==> config.mk <==
export PLATFORM = sky130hd
export DESIGN_NAME = sacl_lru_logic
export DESIGN_NICKNAME = d
export VERILOG_FILES = /design/src/rtl/sacl_pkg.sv /design/src/rtl/sacl_lru_logic.sv
export SDC_FILE = /design/constraint.sdc
export NUM_CORES = 1
export LEC_CHECK = 0
export ABC_AREA = 0
export BUFFER_PORTS_ARGS = -buffer_cell sky130_fd_sc_hd__buf_2
export CORE_AREA = 2 2 438 440
export DETAILED_ROUTE_END_ITERATION = 10
export DIE_AREA = 0 0 440 442
export PLACE_DENSITY_LB_ADDON = 0.1
export SLEW_MARGIN = 15
export SYNTH_ARGS = -nofsm -noshare
export SYNTH_HDL_FRONTEND = slang
export SYNTH_SLANG_ARGS = --single-unit
==> constraint.sdc <==
create_clock -name vclk -period 34.5
set_input_delay 1.725 -clock vclk [all_inputs]
set_output_delay 1.725 -clock vclk [all_outputs]
set_load 0.01 [all_outputs]
==> src/rtl/sacl_pkg.sv <==
// shared constants and types of the set-associative cache lru unit
`default_nettype none

package sacl_pkg;

  localparam int unsigned DEF_MAX_SET_BITS = 6;
  localparam int unsigned DEF_MAX_WAYS     = 8;
  localparam int unsigned DEF_ADDR_WIDTH   = 64;

  localparam int unsigned RANK_W   = 3;
  localparam int unsigned CNT_W    = 32;
  localparam int unsigned CFG_IDX_W  = 2;
  localparam int unsigned CFG_DATA_W = 8;

  localparam logic [RANK_W-1:0] RANK_MAX = '1;

  // configuration register widths and limits
  localparam int unsigned SET_BITS_W   = 3;
  localparam int unsigned BLOCK_BITS_W = 6;
  localparam int unsigned WAYS_W       = 4;
  localparam int unsigned BLOCK_BITS_MAX = 32;

  localparam logic [SET_BITS_W-1:0]   SET_BITS_RST   = 3'd1;
  localparam logic [BLOCK_BITS_W-1:0] BLOCK_BITS_RST = 6'd4;
  localparam logic [WAYS_W-1:0]       WAYS_RST       = 4'd1;

  typedef enum logic [CFG_IDX_W-1:0] {
    CFG_SET_BITS   = 2'd0,
    CFG_BLOCK_BITS = 2'd1,
    CFG_WAYS       = 2'd2
  } cfg_reg_e;

  // what the lookup decided for one request
  typedef struct packed {
    logic hit;
    logic evict;
  } outcome_t;

endpackage

`default_nettype wire

==> src/rtl/sacl_lru_logic.sv <==
// lookup, victim choice and age update over one set row
`default_nettype none

module sacl_lru_logic #(
  parameter int unsigned MAX_WAYS = sacl_pkg::DEF_MAX_WAYS,
  parameter int unsigned TAG_W    = sacl_pkg::DEF_ADDR_WIDTH - 2
) (
  input  wire logic                                                  row_valid_i,
  input  wire logic [MAX_WAYS-1:0][TAG_W+sacl_pkg::RANK_W:0]        row_i,
  input  wire logic [TAG_W-1:0]                                      tag_i,
  input  wire logic [sacl_pkg::WAYS_W-1:0]                           ways_i,
  output logic      [MAX_WAYS-1:0][TAG_W+sacl_pkg::RANK_W:0]        row_o,
  output sacl_pkg::outcome_t                                         outcome_o
);

  localparam int unsigned RANK_W = sacl_pkg::RANK_W;
  localparam int unsigned LINE_W = 1 + TAG_W + RANK_W;
  localparam int unsigned WAY_W  = (MAX_WAYS > 1) ? $clog2(MAX_WAYS) : 1;

  logic [MAX_WAYS-1:0]             in_use;
  logic [MAX_WAYS-1:0]             line_vld;
  logic [MAX_WAYS-1:0][TAG_W-1:0]  line_tag;
  logic [MAX_WAYS-1:0][RANK_W-1:0] line_rank;

  always_comb begin
    for (int w = 0; w < MAX_WAYS; w++) begin
      in_use[w]    = (int'(ways_i) > w);
      line_vld[w]  = row_valid_i & row_i[w][LINE_W-1];
      line_tag[w]  = row_i[w][RANK_W +: TAG_W];
      line_rank[w] = row_i[w][RANK_W-1:0];
    end
  end

  always_comb begin
    logic              hit_found;
    logic              free_found;
    logic [WAY_W-1:0]  hit_way;
    logic [WAY_W-1:0]  free_way;
    logic [WAY_W-1:0]  vic_way;
    logic [RANK_W-1:0] vic_rank;
    logic [WAY_W-1:0]  touch;
    logic [RANK_W:0]   limit;

    hit_found  = 1'b0;
    free_found = 1'b0;
    hit_way    = '0;
    free_way   = '0;
    // walk downwards so the lowest way wins
    for (int w = MAX_WAYS - 1; w >= 0; w--) begin
      if (in_use[w] && line_vld[w] && (line_tag[w] == tag_i)) begin
        hit_found = 1'b1;
        hit_way   = WAY_W'(w);
      end
      if (in_use[w] && !line_vld[w]) begin
        free_found = 1'b1;
        free_way   = WAY_W'(w);
      end
    end

    // oldest way in use, ties to the lowest way
    vic_way  = '0;
    vic_rank = line_rank[0];
    for (int w = 1; w < MAX_WAYS; w++) begin
      if (in_use[w] && (line_rank[w] > vic_rank)) begin
        vic_way  = WAY_W'(w);
        vic_rank = line_rank[w];
      end
    end

    if (hit_found) begin
      touch = hit_way;
      limit = {1'b0, line_rank[hit_way]};
    end else if (free_found) begin
      touch = free_way;
      limit = {1'b0, sacl_pkg::RANK_MAX} + 1'b1;
    end else begin
      touch = vic_way;
      limit = {1'b0, vic_rank};
    end

    for (int w = 0; w < MAX_WAYS; w++) begin
      row_o[w] = {line_vld[w], line_tag[w], line_rank[w]};
      if (WAY_W'(w) == touch) begin
        row_o[w] = {1'b1, tag_i, {RANK_W{1'b0}}};
      end else if (in_use[w] && line_vld[w] && ({1'b0, line_rank[w]} < limit) &&
                   (line_rank[w] != sacl_pkg::RANK_MAX)) begin
        row_o[w][RANK_W-1:0] = line_rank[w] + 1'b1;
      end
    end

    outcome_o.hit   = hit_found;
    outcome_o.evict = !hit_found && !free_found;
  end

endmodule

`default_nettype wire

==> summary.txt <==
Logic synthesis
  – Synth Cell Area: 16300 sq um
  – Syn Inst Count: 2035
  – Syn nets: 2667
  – Unique masters post-synth: 84
  – Yosys warning total: 0
  – Post-Syn Area per Cell: 8.03 sq um
  – Seq/Total Area, Yosys: 0%

Flow run
  – Max Cap Viol: 0

Global route
  – Total GRT Usage: 23.2%
  – Vias in the first global route: 22900
  – Pin count of the biggest net entering global routing: 66
  – First-pass GRT wire length: 288 mm
  – Initial antenna violation count: 136
  – Grt total ovfl: 0

Routing
  – Vias after detailed routing: 22900
  – Vias per cell: 4.08
  – Final ANT Viol Nets: 0
  – Initial DRT Pass Iterations: 5
  – Initial drt markers: 2079
  – Routed wire length: 237 mm
  – DR DRC count: 0
  – Drt wl/cell: 42.3 microns

Floorplanning
  – Row count: 160
  – Initial Utilization: 8.62%
  – Die Footprint: 194000 sq um
  – Core area: 190000 sq um
  – Die width: 440 microns
  – Die Height: 442 microns
  – IO Pins: 1125

CTS
  – CTS Hold Bufs: 0
  – # resized after CTS: 0
  – Post-CTS setup buffer count: 0

Setup path
  – Endpoint class of the critical path: output port
  – Type of origin of the critical path: input port
  – CP arrival: 15110 ps
  – Worst EP required: 32780 ps
  – CP Class: input port to output port
  – CP max stage cell: buf_4
  – Critical-path maximum fanout: 46
  – Crit path largest cell delay: 750 ps

Timing
  – Slew HR: 19.3%
  – Max-slew violations: 0
  – Crit share post-route: 48.8%
  – RSZ-0062 raised after global routing: no
  – Setup TNS: 0 ps
  – Final Critical Period: 16840 ps
  – Number of setup violations in the final report: 0
  – Final Hold Fails: 0
  – F_max: 0.0594 GHz
  – Worst Tran Pin Value: 1200 ps

Placement
  – Post-DP HPWL: 202 mm
  – IO Port Bufs: 1125
  – Placer Congestion: 0.894

Layout
  – Most frequent cells in the layout: buf_2 (1125), mux2_2 (483), xnor2_1 (249)
  – Total area of sequential cells: 0 sq um
  – Share of layout cells above drive strength 1: 57.3%
  – Seq_cells: 0
  – Clock buf count: 0
  – Multi-input gate area: 15400 sq um
  – Area growth syn-to-layout: 53.3%
  – Most common cell after layout, fill and taps aside: buf_2
  – Nets: 3694
  – Filler Cell Count: 22200

Status
  – Status: completed

Min path
  – Hold Path Class: input port to output port
## final timing paths
check                  start          to  slack (ps)  depth (start not counted)
hold / removal    row_i[329]  row_o[329]        3770                          3
setup / recovery    row_i[2]   row_o[35]       17660                         52
## worst max-delay path, delay by kind of cell
kind / cells / cell delay (ps)
muxes: 1 / 420
AOI/OAI and AO/OA: 20 / 5300
buffers and inverters: 8 / 1970
and+or+nand+nor: 15 / 3180
adders and majority gates: 8 / 2370
## layout make-up
type | count | share of cell area (%)
diodes | 34 | 0.339
inverters | 28 | 0.419
multi-input cells | 1809 | 61.3
well taps | 2511 | 12.5
repair buffers | 1223 | 25.4
## routing by layer
layer / global-route usage (%) / share of wire, %
met1: 29.7 / 42
met2: 40.5 / 49
met3: 2.91 / 5.7
met4: 6.51 / 3.6
met5: 0 / 0.070
## Yosys cell counts (12+ instances only)
| master | instances | area [sq um] |
|---|---|---|
| a21oi_1 | 40 | 200 |
| buf_2 | 46 | 230 |
| buf_4 | 13 | 97.6 |
| buf_6 | 13 | 146 |
| clkbuf_1 | 126 | 473 |
| ha_1 | 37 | 463 |
| inv_1 | 28 | 105 |
| mux2_2 | 483 | 5440 |
| mux2i_1 | 24 | 240 |
| nand2_1 | 90 | 338 |
| nand2b_1 | 25 | 156 |
| nand3_1 | 22 | 110 |
| nand4_1 | 124 | 776 |
| nor2_1 | 59 | 221 |
| nor3_1 | 26 | 130 |
| nor4_1 | 125 | 782 |
| nor4b_1 | 13 | 114 |
| o21ai_0 | 28 | 140 |
| or4_1 | 12 | 90.1 |
| xnor2_1 | 249 | 2180 |
| xor2_1 | 244 | 2140 |
## through the flow
stage / std cells / hold WS [ps] / setup slack (ps) / cell area [sq um] / util (%)
after floorplan: 2035 / 3560 / 20560 / 16300 / -
after detailed placement: 5571 / 3770 / 17750 / 25000 / 13.2
after global routing: 5587 / 3800 / 16420 / 25000 / 13.2
after global placement: 5571 / 3770 / 17760 / 25000 / 13.2
after CTS: 5571 / 3770 / 17730 / 25000 / 13.2
final: 5605 / 3770 / 17660 / 25100 / 13.2
## cell families (layout without fill, tap and decap cells)
logic type / Yosys count / in the layout / synth area share, %
AOI/OAI and AO/OA: 177 / 177 / 7.71
other: 0 / 34 / 0
buffers and inverters: 226 / 1251 / 6.44
and+or+nand+nor: 579 / 579 / 20.8
xor gates and xnor gates: 493 / 493 / 26.4
muxes: 518 / 518 / 35.5
adders and majority gates: 42 / 42 / 3.15
